File: src/rtl/priority_deadline_retry_scheduler_macros.svh
// Assertion helpers shared by the scheduler RTL.
`ifndef PRIORITY_DEADLINE_RETRY_SCHEDULER_MACROS_SVH
`define PRIORITY_DEADLINE_RETRY_SCHEDULER_MACROS_SVH

// Same-cycle implication, disabled while reset is asserted.
`define PDRS_ASSERT_IMP(label, clk, rst_n, ante, cons, msg) \
    label: assert property (@(posedge clk) disable iff (!rst_n) (ante) |-> (cons)) \
        else $error(msg);

// Next-cycle implication, disabled while reset is asserted.
`define PDRS_ASSERT_NXT(label, clk, rst_n, ante, cons, msg) \
    label: assert property (@(posedge clk) disable iff (!rst_n) (ante) |=> (cons)) \
        else $error(msg);

`endif

File: src/rtl/pdrs_pkg.sv
`timescale 1ns / 1ps

package pdrs_pkg;

    localparam int QUEUE_DEPTH_DEF   = 16;
    localparam int DEADLINE_BITS_DEF = 32;

    localparam int ID_W   = 16;
    localparam int CNT_W  = 16;
    localparam int PRIO_W = 2;
    localparam int ATT_W  = 4;
    localparam int WGT_W  = 4;

    localparam logic [ATT_W-1:0] ATT_MAX = 4'd15;
    localparam logic [CNT_W-1:0] CNT_MAX = 16'hFFFF;

    localparam logic KIND_SUBMIT = 1'b0;
    localparam logic KIND_RUN    = 1'b1;

    localparam logic [PRIO_W-1:0] PRIO_LOW      = 2'd0;
    localparam logic [PRIO_W-1:0] PRIO_NORMAL   = 2'd1;
    localparam logic [PRIO_W-1:0] PRIO_HIGH     = 2'd2;
    localparam logic [PRIO_W-1:0] PRIO_CRITICAL = 2'd3;

    localparam logic [WGT_W-1:0] WGT_LOW      = 4'd1;
    localparam logic [WGT_W-1:0] WGT_NORMAL   = 4'd5;
    localparam logic [WGT_W-1:0] WGT_HIGH     = 4'd7;
    localparam logic [WGT_W-1:0] WGT_CRITICAL = 4'd10;

    typedef enum logic [2:0] {
        ST_ACCEPTED = 3'd0,
        ST_FULL     = 3'd1,
        ST_EMPTY    = 3'd2,
        ST_DONE     = 3'd3,
        ST_RETRY    = 3'd4,
        ST_DEAD     = 3'd5
    } status_t;

    typedef enum logic [2:0] {
        S_IDLE,
        S_FREE_SCAN,
        S_RUN_SCAN,
        S_RUN_DRAIN,
        S_RUN_WRITE,
        S_RESULT
    } state_t;

    // picker control from the sequencer
    typedef struct packed {
        logic clear;
        logic cand_en;
    } pick_ctl_t;

    function automatic logic [WGT_W-1:0] prio_weight(input logic [PRIO_W-1:0] code);
        logic [WGT_W-1:0] w;
        unique case (code)
            PRIO_LOW:      w = WGT_LOW;
            PRIO_NORMAL:   w = WGT_NORMAL;
            PRIO_HIGH:     w = WGT_HIGH;
            PRIO_CRITICAL: w = WGT_CRITICAL;
            default:       w = WGT_LOW;
        endcase
        return w;
    endfunction

    function automatic logic [CNT_W-1:0] sat_inc(input logic [CNT_W-1:0] v);
        return (v == CNT_MAX) ? v : v + CNT_W'(1);
    endfunction

endpackage

File: src/rtl/priority_deadline_retry_scheduler.sv
// Sequence: a full or empty answer goes straight to the result; a submit first scans for a free slot;
// a run does one task-memory read per entry, then drain, write back and result.
// One item at a time: in_stall holds new requests until the result is loaded, and a run's length
// is set by the single read port of the task memory walked once per run.
// Reset (rst_n, async low): all entries invalid, next id 1, all counters zero.
`timescale 1ns / 1ps
`include "priority_deadline_retry_scheduler_macros.svh"

module priority_deadline_retry_scheduler #(
    parameter int QUEUE_DEPTH   = pdrs_pkg::QUEUE_DEPTH_DEF,
    parameter int DEADLINE_BITS = pdrs_pkg::DEADLINE_BITS_DEF
) (
    input  logic                        clk,
    input  logic                        rst_n,
    // request channel
    input  logic                        in_valid,
    output logic                        in_stall,
    input  logic                        kind,
    input  logic [pdrs_pkg::PRIO_W-1:0] priority_req,
    input  logic [31:0]                 deadline,
    input  logic [pdrs_pkg::ATT_W-1:0]  attempt_limit,
    input  logic                        outcome,
    // result channel
    output logic                        out_valid,
    input  logic                        out_stall,
    output logic [2:0]                  status,
    output logic [pdrs_pkg::ID_W-1:0]   task_id,
    output logic [pdrs_pkg::ATT_W-1:0]  attempt,
    output logic [pdrs_pkg::CNT_W-1:0]  submitted_count,
    output logic [pdrs_pkg::CNT_W-1:0]  succeeded_count,
    output logic [pdrs_pkg::CNT_W-1:0]  dead_count
);

    import pdrs_pkg::*;

    localparam int IDX_W   = (QUEUE_DEPTH > 1) ? $clog2(QUEUE_DEPTH) : 1;
    localparam int DL_W    = DEADLINE_BITS;
    // entry layout, LSB first: max attempts, attempt, deadline, priority, id
    localparam int ATT_LO  = ATT_W;
    localparam int DL_LO   = 2 * ATT_W;
    localparam int PRIO_LO = DL_LO + DL_W;
    localparam int ID_LO   = PRIO_LO + PRIO_W;
    localparam int ENTRY_W = ID_LO + ID_W;
    localparam logic [IDX_W-1:0] IDX_LAST = IDX_W'(QUEUE_DEPTH - 1);

    // ---------------------------------------------------------------
    // Sequencer state
    // ---------------------------------------------------------------
    state_t                 state_reg, state_next;
    logic [IDX_W-1:0]       idx_reg, idx_next;
    logic [QUEUE_DEPTH-1:0] valid_flags_reg, valid_flags_next;
    logic [QUEUE_DEPTH-1:0] deferred_flags_reg, deferred_flags_next;
    logic [ID_W-1:0]        next_id_reg, next_id_next;
    logic [CNT_W-1:0]       sub_cnt_reg, sub_cnt_next;
    logic [CNT_W-1:0]       succ_cnt_reg, succ_cnt_next;
    logic [CNT_W-1:0]       dead_cnt_reg, dead_cnt_next;

    // read pipeline: eligibility and index of the entry whose data is on the read port this cycle
    logic                   cmp_en_reg, cmp_en_next;
    logic [IDX_W-1:0]       cmp_idx_reg;

    // latched request fields
    logic [PRIO_W-1:0]      prio_reg;
    logic [DL_W-1:0]        dl_reg;
    logic [ATT_W-1:0]       max_reg;
    logic                   outcome_reg;

    // pending result
    status_t                res_status_reg, res_status_next;
    logic [ID_W-1:0]        res_id_reg, res_id_next;
    logic [ATT_W-1:0]       res_att_reg, res_att_next;

    // output register
    logic                   out_valid_reg, out_valid_next;
    status_t                out_status_reg;
    logic [ID_W-1:0]        out_id_reg;
    logic [ATT_W-1:0]       out_att_reg;
    logic [CNT_W-1:0]       out_sub_reg;
    logic [CNT_W-1:0]       out_succ_reg;
    logic [CNT_W-1:0]       out_dead_reg;
    logic                   out_load;

    logic                   in_accept;

    // memory ports
    logic                   mem_we;
    logic [IDX_W-1:0]       mem_waddr;
    logic [ENTRY_W-1:0]     mem_wdata;
    logic                   mem_re;
    logic [ENTRY_W-1:0]     mem_rdata;

    // picker
    pick_ctl_t              pick_ctl;
    logic                   have_best;
    logic [IDX_W-1:0]       best_idx;
    logic [ID_W-1:0]        best_id;
    logic [PRIO_W-1:0]      best_prio;
    logic [DL_W-1:0]        best_dl;
    logic [ATT_W-1:0]       best_att;
    logic [ATT_W-1:0]       best_max;
    logic [ATT_W-1:0]       att_new;

    assign in_stall  = (state_reg != S_IDLE);
    assign in_accept = in_valid && (state_reg == S_IDLE);

    // ---------------------------------------------------------------
    // Task payload memory; valid and deferred marks live in flops
    // ---------------------------------------------------------------
    pdrs_task_mem #(
        .DEPTH  (QUEUE_DEPTH),
        .ADDR_W (IDX_W),
        .DATA_W (ENTRY_W)
    ) u_mem (
        .clk   (clk),
        .we    (mem_we),
        .waddr (mem_waddr),
        .wdata (mem_wdata),
        .re    (mem_re),
        .raddr (idx_reg),
        .rdata (mem_rdata)
    );

    pdrs_picker #(
        .IDX_W (IDX_W),
        .DL_W  (DL_W)
    ) u_picker (
        .clk       (clk),
        .rst_n     (rst_n),
        .ctl       (pick_ctl),
        .cand_idx  (cmp_idx_reg),
        .cand_id   (mem_rdata[ID_LO +: ID_W]),
        .cand_prio (mem_rdata[PRIO_LO +: PRIO_W]),
        .cand_dl   (mem_rdata[DL_LO +: DL_W]),
        .cand_att  (mem_rdata[ATT_LO +: ATT_W]),
        .cand_max  (mem_rdata[ATT_W-1:0]),
        .have_best (have_best),
        .best_idx  (best_idx),
        .best_id   (best_id),
        .best_prio (best_prio),
        .best_dl   (best_dl),
        .best_att  (best_att),
        .best_max  (best_max)
    );

    assign att_new = (best_att == ATT_MAX) ? best_att : best_att + ATT_W'(1);

    // ---------------------------------------------------------------
    // Sequencer: next state, memory access, result formation
    // ---------------------------------------------------------------
    always_comb
    begin
        state_next          = state_reg;
        idx_next            = idx_reg;
        valid_flags_next    = valid_flags_reg;
        deferred_flags_next = deferred_flags_reg;
        next_id_next        = next_id_reg;
        sub_cnt_next        = sub_cnt_reg;
        succ_cnt_next       = succ_cnt_reg;
        dead_cnt_next       = dead_cnt_reg;
        res_status_next     = res_status_reg;
        res_id_next         = res_id_reg;
        res_att_next        = res_att_reg;
        cmp_en_next         = 1'b0;
        mem_we              = 1'b0;
        mem_waddr           = idx_reg;
        mem_wdata           = '0;
        mem_re              = 1'b0;
        pick_ctl.clear      = 1'b0;
        pick_ctl.cand_en    = cmp_en_reg;
        out_load            = 1'b0;

        unique case (state_reg)
            S_IDLE:
            begin
                if (in_accept)
                begin
                    res_id_next  = '0;
                    res_att_next = '0;
                    idx_next     = '0;
                    if (kind == KIND_SUBMIT)
                    begin
                        if (&valid_flags_reg)
                        begin
                            res_status_next = ST_FULL;
                            state_next      = S_RESULT;
                        end
                        else
                        begin
                            state_next = S_FREE_SCAN;
                        end
                    end
                    else
                    begin
                        if (valid_flags_reg == '0)
                        begin
                            res_status_next = ST_EMPTY;
                            state_next      = S_RESULT;
                        end
                        else
                        begin
                            // nothing eligible: start a new round of retries
                            if ((valid_flags_reg & ~deferred_flags_reg) == '0)
                            begin
                                deferred_flags_next = '0;
                            end
                            pick_ctl.clear = 1'b1;
                            state_next     = S_RUN_SCAN;
                        end
                    end
                end
            end

            S_FREE_SCAN:
            begin
                if (!valid_flags_reg[idx_reg])
                begin
                    mem_we    = 1'b1;
                    mem_wdata = {next_id_reg, prio_reg, dl_reg, {ATT_W{1'b0}}, max_reg};
                    valid_flags_next[idx_reg]    = 1'b1;
                    deferred_flags_next[idx_reg] = 1'b0;
                    res_status_next = ST_ACCEPTED;
                    res_id_next     = next_id_reg;
                    next_id_next    = next_id_reg + ID_W'(1);
                    sub_cnt_next    = sat_inc(sub_cnt_reg);
                    state_next      = S_RESULT;
                end
                else
                begin
                    idx_next = idx_reg + IDX_W'(1);
                end
            end

            S_RUN_SCAN:
            begin
                mem_re      = 1'b1;
                cmp_en_next = valid_flags_reg[idx_reg] && !deferred_flags_reg[idx_reg];
                if (idx_reg == IDX_LAST)
                begin
                    state_next = S_RUN_DRAIN;
                end
                else
                begin
                    idx_next = idx_reg + IDX_W'(1);
                end
            end

            S_RUN_DRAIN:
            begin
                // last read is compared this cycle
                state_next = S_RUN_WRITE;
            end

            S_RUN_WRITE:
            begin
                mem_we       = 1'b1;
                mem_waddr    = best_idx;
                mem_wdata    = {best_id, best_prio, best_dl, att_new, best_max};
                res_id_next  = best_id;
                res_att_next = att_new;
                if (outcome_reg)
                begin
                    valid_flags_next[best_idx] = 1'b0;
                    succ_cnt_next   = sat_inc(succ_cnt_reg);
                    res_status_next = ST_DONE;
                end
                else if (att_new < best_max)
                begin
                    deferred_flags_next[best_idx] = 1'b1;
                    res_status_next = ST_RETRY;
                end
                else
                begin
                    valid_flags_next[best_idx] = 1'b0;
                    dead_cnt_next   = sat_inc(dead_cnt_reg);
                    res_status_next = ST_DEAD;
                end
                state_next = S_RESULT;
            end

            S_RESULT:
            begin
                if (!out_valid_reg || !out_stall)
                begin
                    out_load   = 1'b1;
                    state_next = S_IDLE;
                end
            end

            default:
            begin
                state_next = S_IDLE;
            end
        endcase

        out_valid_next = out_valid_reg && out_stall;
        if (out_load)
        begin
            out_valid_next = 1'b1;
        end
    end

    always_ff @(posedge clk or negedge rst_n)
    begin
        if (!rst_n)
        begin
            state_reg          <= S_IDLE;
            idx_reg            <= '0;
            valid_flags_reg    <= '0;
            deferred_flags_reg <= '0;
            next_id_reg        <= ID_W'(1);
            sub_cnt_reg        <= '0;
            succ_cnt_reg       <= '0;
            dead_cnt_reg       <= '0;
            cmp_en_reg         <= 1'b0;
            out_valid_reg      <= 1'b0;
        end
        else
        begin
            state_reg          <= state_next;
            idx_reg            <= idx_next;
            valid_flags_reg    <= valid_flags_next;
            deferred_flags_reg <= deferred_flags_next;
            next_id_reg        <= next_id_next;
            sub_cnt_reg        <= sub_cnt_next;
            succ_cnt_reg       <= succ_cnt_next;
            dead_cnt_reg       <= dead_cnt_next;
            cmp_en_reg         <= cmp_en_next;
            out_valid_reg      <= out_valid_next;
        end
    end

    // payload registers, no reset
    always_ff @(posedge clk)
    begin
        cmp_idx_reg    <= idx_reg;
        res_status_reg <= res_status_next;
        res_id_reg     <= res_id_next;
        res_att_reg    <= res_att_next;
        if (in_accept)
        begin
            prio_reg    <= priority_req;
            dl_reg      <= DL_W'(deadline);
            max_reg     <= attempt_limit;
            outcome_reg <= outcome;
        end
        if (out_load)
        begin
            out_status_reg <= res_status_reg;
            out_id_reg     <= res_id_reg;
            out_att_reg    <= res_att_reg;
            out_sub_reg    <= sub_cnt_reg;
            out_succ_reg   <= succ_cnt_reg;
            out_dead_reg   <= dead_cnt_reg;
        end
    end

    assign out_valid       = out_valid_reg;
    assign status          = out_status_reg;
    assign task_id         = out_id_reg;
    assign attempt         = out_att_reg;
    assign submitted_count = out_sub_reg;
    assign succeeded_count = out_succ_reg;
    assign dead_count      = out_dead_reg;

    // ---------------------------------------------------------------
    // Checks
    // ---------------------------------------------------------------
    // an accepted transfer always starts work
    `PDRS_ASSERT_NXT(a_accept_leaves_idle, clk, rst_n, in_accept, state_reg != S_IDLE, "accepted transfer did not start work")
    // a run on a non-empty queue always finds a task after the round reset
    `PDRS_ASSERT_IMP(a_run_has_best, clk, rst_n, state_reg == S_RUN_WRITE, have_best, "run reached write back without a selected task")
    // the free-slot scan only starts when a slot exists
    `PDRS_ASSERT_IMP(a_free_slot_exists, clk, rst_n, state_reg == S_FREE_SCAN, !(&valid_flags_reg), "free-slot scan with a full queue")
    // a rejected or empty answer carries no id and no attempt
    `PDRS_ASSERT_IMP(a_reject_zero_fields, clk, rst_n, out_valid_reg && (out_status_reg == ST_FULL || out_status_reg == ST_EMPTY), (out_id_reg == '0) && (out_att_reg == '0), "full or empty result with nonzero id or attempt")

endmodule

File: src/rtl/pdrs_task_mem.sv
`timescale 1ns / 1ps

module pdrs_task_mem #(
    parameter int DEPTH  = 16,
    parameter int ADDR_W = 4,
    parameter int DATA_W = 58
) (
    input  logic              clk,
    input  logic              we,
    input  logic [ADDR_W-1:0] waddr,
    input  logic [DATA_W-1:0] wdata,
    input  logic              re,
    input  logic [ADDR_W-1:0] raddr,
    output logic [DATA_W-1:0] rdata
);

    logic [DATA_W-1:0] mem [DEPTH];
    logic [DATA_W-1:0] rdata_reg;

    always_ff @(posedge clk)
    begin
        if (we)
        begin
            mem[waddr] <= wdata;
        end
    end

    always_ff @(posedge clk)
    begin
        if (re)
        begin
            rdata_reg <= mem[raddr];
        end
    end

    assign rdata = rdata_reg;

endmodule

File: src/rtl/pdrs_picker.sv
`timescale 1ns / 1ps

module pdrs_picker #(
    parameter int IDX_W = 4,
    parameter int DL_W  = 32
) (
    input  logic                      clk,
    input  logic                      rst_n,
    input  pdrs_pkg::pick_ctl_t       ctl,
    input  logic [IDX_W-1:0]          cand_idx,
    input  logic [pdrs_pkg::ID_W-1:0] cand_id,
    input  logic [pdrs_pkg::PRIO_W-1:0] cand_prio,
    input  logic [DL_W-1:0]           cand_dl,
    input  logic [pdrs_pkg::ATT_W-1:0] cand_att,
    input  logic [pdrs_pkg::ATT_W-1:0] cand_max,
    output logic                      have_best,
    output logic [IDX_W-1:0]          best_idx,
    output logic [pdrs_pkg::ID_W-1:0] best_id,
    output logic [pdrs_pkg::PRIO_W-1:0] best_prio,
    output logic [DL_W-1:0]           best_dl,
    output logic [pdrs_pkg::ATT_W-1:0] best_att,
    output logic [pdrs_pkg::ATT_W-1:0] best_max
);

    import pdrs_pkg::*;

    logic              have_best_reg;
    logic              have_best_next;
    logic [IDX_W-1:0]  best_idx_reg;
    logic [ID_W-1:0]   best_id_reg;
    logic [PRIO_W-1:0] best_prio_reg;
    logic [DL_W-1:0]   best_dl_reg;
    logic [ATT_W-1:0]  best_att_reg;
    logic [ATT_W-1:0]  best_max_reg;

    logic [WGT_W-1:0]  w_cand;
    logic [WGT_W-1:0]  w_best;
    logic              better;
    logic              take;

    // priority weight, then earlier deadline, then lower id
    always_comb
    begin
        w_cand = prio_weight(cand_prio);
        w_best = prio_weight(best_prio_reg);
        if (w_cand != w_best)
        begin
            better = (w_cand > w_best);
        end
        else if (cand_dl != best_dl_reg)
        begin
            better = (cand_dl < best_dl_reg);
        end
        else
        begin
            better = (cand_id < best_id_reg);
        end
        take = ctl.cand_en && (!have_best_reg || better);
        if (ctl.clear)
        begin
            have_best_next = 1'b0;
        end
        else
        begin
            have_best_next = have_best_reg || take;
        end
    end

    always_ff @(posedge clk or negedge rst_n)
    begin
        if (!rst_n)
        begin
            have_best_reg <= 1'b0;
        end
        else
        begin
            have_best_reg <= have_best_next;
        end
    end

    always_ff @(posedge clk)
    begin
        if (take)
        begin
            best_idx_reg  <= cand_idx;
            best_id_reg   <= cand_id;
            best_prio_reg <= cand_prio;
            best_dl_reg   <= cand_dl;
            best_att_reg  <= cand_att;
            best_max_reg  <= cand_max;
        end
    end

    assign have_best = have_best_reg;
    assign best_idx  = best_idx_reg;
    assign best_id   = best_id_reg;
    assign best_prio = best_prio_reg;
    assign best_dl   = best_dl_reg;
    assign best_att  = best_att_reg;
    assign best_max  = best_max_reg;

endmodule

File: config.mk
export PLATFORM = sky130hd
export DESIGN_NAME = priority_deadline_retry_scheduler
export DESIGN_NICKNAME = d
export VERILOG_FILES = /design/src/rtl/pdrs_pkg.sv /design/src/rtl/priority_deadline_retry_scheduler.sv /design/src/rtl/pdrs_task_mem.sv /design/src/rtl/pdrs_picker.sv
export VERILOG_INCLUDE_DIRS = /design/src /design/src/rtl
export SDC_FILE = /design/constraint.sdc
export NUM_CORES = 1
export LEC_CHECK = 0
export BUFFER_PORTS_ARGS = -buffer_cell sky130_fd_sc_hd__clkbuf_2
export CORE_ASPECT_RATIO = 0.9
export CORE_UTILIZATION = 45
export DETAILED_ROUTE_END_ITERATION = 10
export MAX_ROUTING_LAYER = met4
export PLACE_DENSITY_LB_ADDON = 0.25
export RECOVER_POWER = 25
export SLEW_MARGIN = 0
export SYNTH_ARGS = -nofsm -noshare
export SYNTH_HDL_FRONTEND = slang
export SYNTH_SLANG_ARGS = --single-unit
File: constraint.sdc
create_clock -name clk -period 7.9 [get_ports clk]
set_input_delay 0.395 -clock clk [delete_from_list [all_inputs] [get_ports clk]]
set_output_delay 0.395 -clock clk [all_outputs]
set_load 0.01 [all_outputs]
==> flow_metrics.py <==
metrics = {
    "status": {
        "outcome": "finished, violations left",
        "violations": "capacitance limit, slew limit",
    },
    "clock_network": {
        "clock_latency_ns": 0.73,
        "cts_tree": "done",
        "clock_sinks": 1291,
        "clockBufferDepth": 3,
        "clkTransAtPathRegs_ns": 0.07,
        "cts_setup_buffers": 0,
        "cts_root_buffer": "clkbuf_16",
        "cts_buffers": 130,
        "htreeDepth": 4,
        "hold_buffers": 41,
        "ctsResizeCount": 0,
    },
    "sta": {
        "setup_violations": 0,
        "fin_skew_ns": 0.0212,
        "fin_crit_ns": 6.18,
        "setup_tns_ns": 0,
        "fin_ws_ns": 1.72,
        "maxSlewViolCount": 393,
        "hold_viol": 0,
        "max_clock_freq_ghz": 0.162,
        "rsz0062_at_grt": "false",
        "maxSlewHeadroom_pct": -199,
        "fin_crit_sh_pct": 78.3,
        "worst_pin_slew_ns": 4.48,
    },
    "flow_run": {
        "maxCapViolations": 9,
    },
    "floorplan": {
        "ioPinCount": 117,
        "start_util_pct": 45.3,
        "rows": 116,
        "dieHeight_um": 319,
        "fp.dieW_um": 355,
        "core_mm2": 0.111,
        "die_area_mm2": 0.113,
    },
    "critical_path": {
        "start_kind": "register",
        "worstReg2RegStart": "idx_reg[2]",
        "reg2reg_slack_ns": 1.72,
        "crit_arrival_ns": 6.53,
        "worstPathCellList": "mux4_2, mux2i_1, a22o_1, and3_4, a31oi_2, nor2_4, buf_4",
        "required_ns": 8.24,
        "cp_max_fo": 36,
        "endpoint_kind": "register",
        "cpPeakStageDelay_ns": 1.61,
        "path_class": "register to register",
        "crit_slowest_cell": "dfrtp_1",
        "rr_worst_depth": 7,
        "timing.rr.end": "u_mem.mem[15][5]",
    },
    "logic_synthesis": {
        "synth_area_leaders": "edfxtp_1, mux4_2, dfrtp_1",
        "synth_ff_type": "edfxtp_1",
        "synth.top_cells.by_count": "edfxtp_1, mux4_2, nand2_1",
        "ys_seq_area_share_pct": 75.9,
        "ys_types": 65,
        "ys_async_sr_fraction_pct": 8.21,
        "syn-num-nets": 2624,
        "syn-cell-area_mm2": 0.0503,
        "synth_edf_count": 1181,
        "syn_avg_cell_area_um2": 20.0,
        "yosysTopAreaCellShare_pct": 70.5,
        "ys_ff_latch": 1291,
        "yosys.area.top_type": "edfxtp_1",
        "ys.warnings.count": 0,
        "postSynthCellCount": 2513,
        "yosys.cell_count.top_type": "edfxtp_1",
    },
    "pwr": {
        "power_density_mw_per_mm2": 329,
        "power.leakage_nw": 18.8,
        "ir_worst_vdd_v": 0.000224,
    },
    "detailed_routing": {
        "viasPerCell": 5.75,
        "drc_errors": 0,
        "wl_per_cell_um": 26.0,
        "drt-initial-drc-count": 2487,
        "drtPass1Iterations": 5,
        "detail_route.wirelength_mm": 113,
        "vias": 25000,
        "ant_nets": 0,
    },
    "min_path": {
        "hold_depth": 3,
        "min_from": "in_valid",
        "hold_path_end": "state_reg[2]",
        "hold_path.class": "primary input to register",
    },
    "cells_and_area": {
        "nFillCells": 8819,
        "largest_reg_flops": 928,
        "drive_above_1_share_pct": 22.2,
        "area.growth.synth_to_final_pct": 13.9,
        "stdcell_area_mm2": 0.0573,
        "nets": 2884,
        "antenna_cells": 0,
    },
    "grt": {
        "antenna_found_initial": 0,
        "first_global_vias": 25500,
        "grt.overflow.total": 0,
        "grt_max_degree": 74,
        "grt_pass1_wl_mm": 169,
        "track_usage_pct": 20.9,
    },
    "placed_design": {
        "globalplace.congestion": 0.876,
        "port_buffers": 116,
        "post_dp_cell_area_mm2": 0.0530,
        "hpwl_mm": 61.7,
        "dp_slack_ns": 2.78,
    },
}
==> layer usage <==
| metal | track usage, % | vias up | part of all wire [%] |
|---|---|---|---|
| met5 | - | - | 0 |
| met4 | 5.01 | 0 | 1.6 |
| met3 | 3.49 | 156 | 6.6 |
| met2 | 32.1 | 922 | 48 |
| met1 | 29.3 | 13200 | 44 |
| li1 | - | 10700 | - |
==> report_power, final <==
group	internal (mW)	total [mW]	switching (mW)
Combinational	1.55	3.88	2.33
Clock	3.27	5.84	2.57
Sequential	8.80	9.14	0.346
==> worst max path at each step <==
stage,startpoint,to,slack [ns]
3_5_place_dp,u_mem.rdata[39],u_picker.best_max[0],2.78
6_report,idx_reg[2],u_mem.mem[15][5],1.72
4_1_cts,u_mem.rdata[39],u_picker.best_att[0],2.75
2_1_floorplan,u_mem.rdata[39],u_picker.best_att[0],2.74
5_1_grt,idx_reg[2],u_mem.mem[15][5],1.52
3_3_place_gp,u_mem.rdata[39],u_picker.best_max[0],2.80
==> worst max-delay path, delay by kind of cell (launching register included) <==
family / cells / cell delay, ns
DFF: 1 / 1.61
AOI/OAI and AO/OA: 2 / 1.43
and+or+nand+nor: 2 / 1.17
muxes: 2 / 0.73
buffers and inverters: 1 / 0.73
==> placed cells by master (no fill, tap or decap), types with 7 or more instances in the layout <==
cell / n
nor4_1: 13
nand3_1: 46
clkbuf_1: 118
a21oi_2: 11
nor3_1: 18
inv_6: 8
inv_1: 81
o21ai_1: 11
clkbuf_16: 133
xnor2_1: 46
and3_1: 16
nand4_1: 33
edfxtp_1: 1181
mux4_2: 299
nor2_4: 17
clkinv_2: 22
xor2_1: 15
clkbuf_2: 39
nand2_1: 143
ha_1: 67
dfrtp_1: 103
a21oi_1: 78
o22ai_1: 7
clkinv_1: 21
dlygate4sd3_1: 41
nor2_1: 43
o21ai_0: 75
and2_0: 7
buf_4: 66
==> area by class of cell <==
type	count	area [um^2]	share of cell area, %
well taps	1475	1850	3.22
repair buffers	234	1430	2.50
multi-input cells	1034	11500	20.1
clock buffers	165	3470	6.05
flip-flops and latches	1291	38200	66.7
inverters	82	309	0.539
clock inverters	69	547	0.954
==> through the flow <==
step	cells	total power, mW	hold slack (ns)	utilization [%]
after global routing	4350	19.6	0.0547	51.6
after global placement	4074	13.1	0.386	47.8
after detailed placement	4074	13.2	0.389	47.8
after floorplan	2513	11.8	0.0994	-
final	4350	18.9	0.0569	51.6
after CTS	4349	19.0	0.00317	51.8
==> kinds of logic after synthesis <==
logic type               count (synthesis)  synth area share (%)
adder cells (fa/ha/maj)                 67                  1.67
flip-flops                            1291                  75.9
multiplexers                           312                  13.7
AO/OA/AOI/OAI                          223                  2.65
buffers and inverters                  188                  1.53
XOR/XNOR                                61                  1.06
AND/OR/NAND/NOR                        371                  3.55
Note: power is estimated with default switching activity, not from simulation.
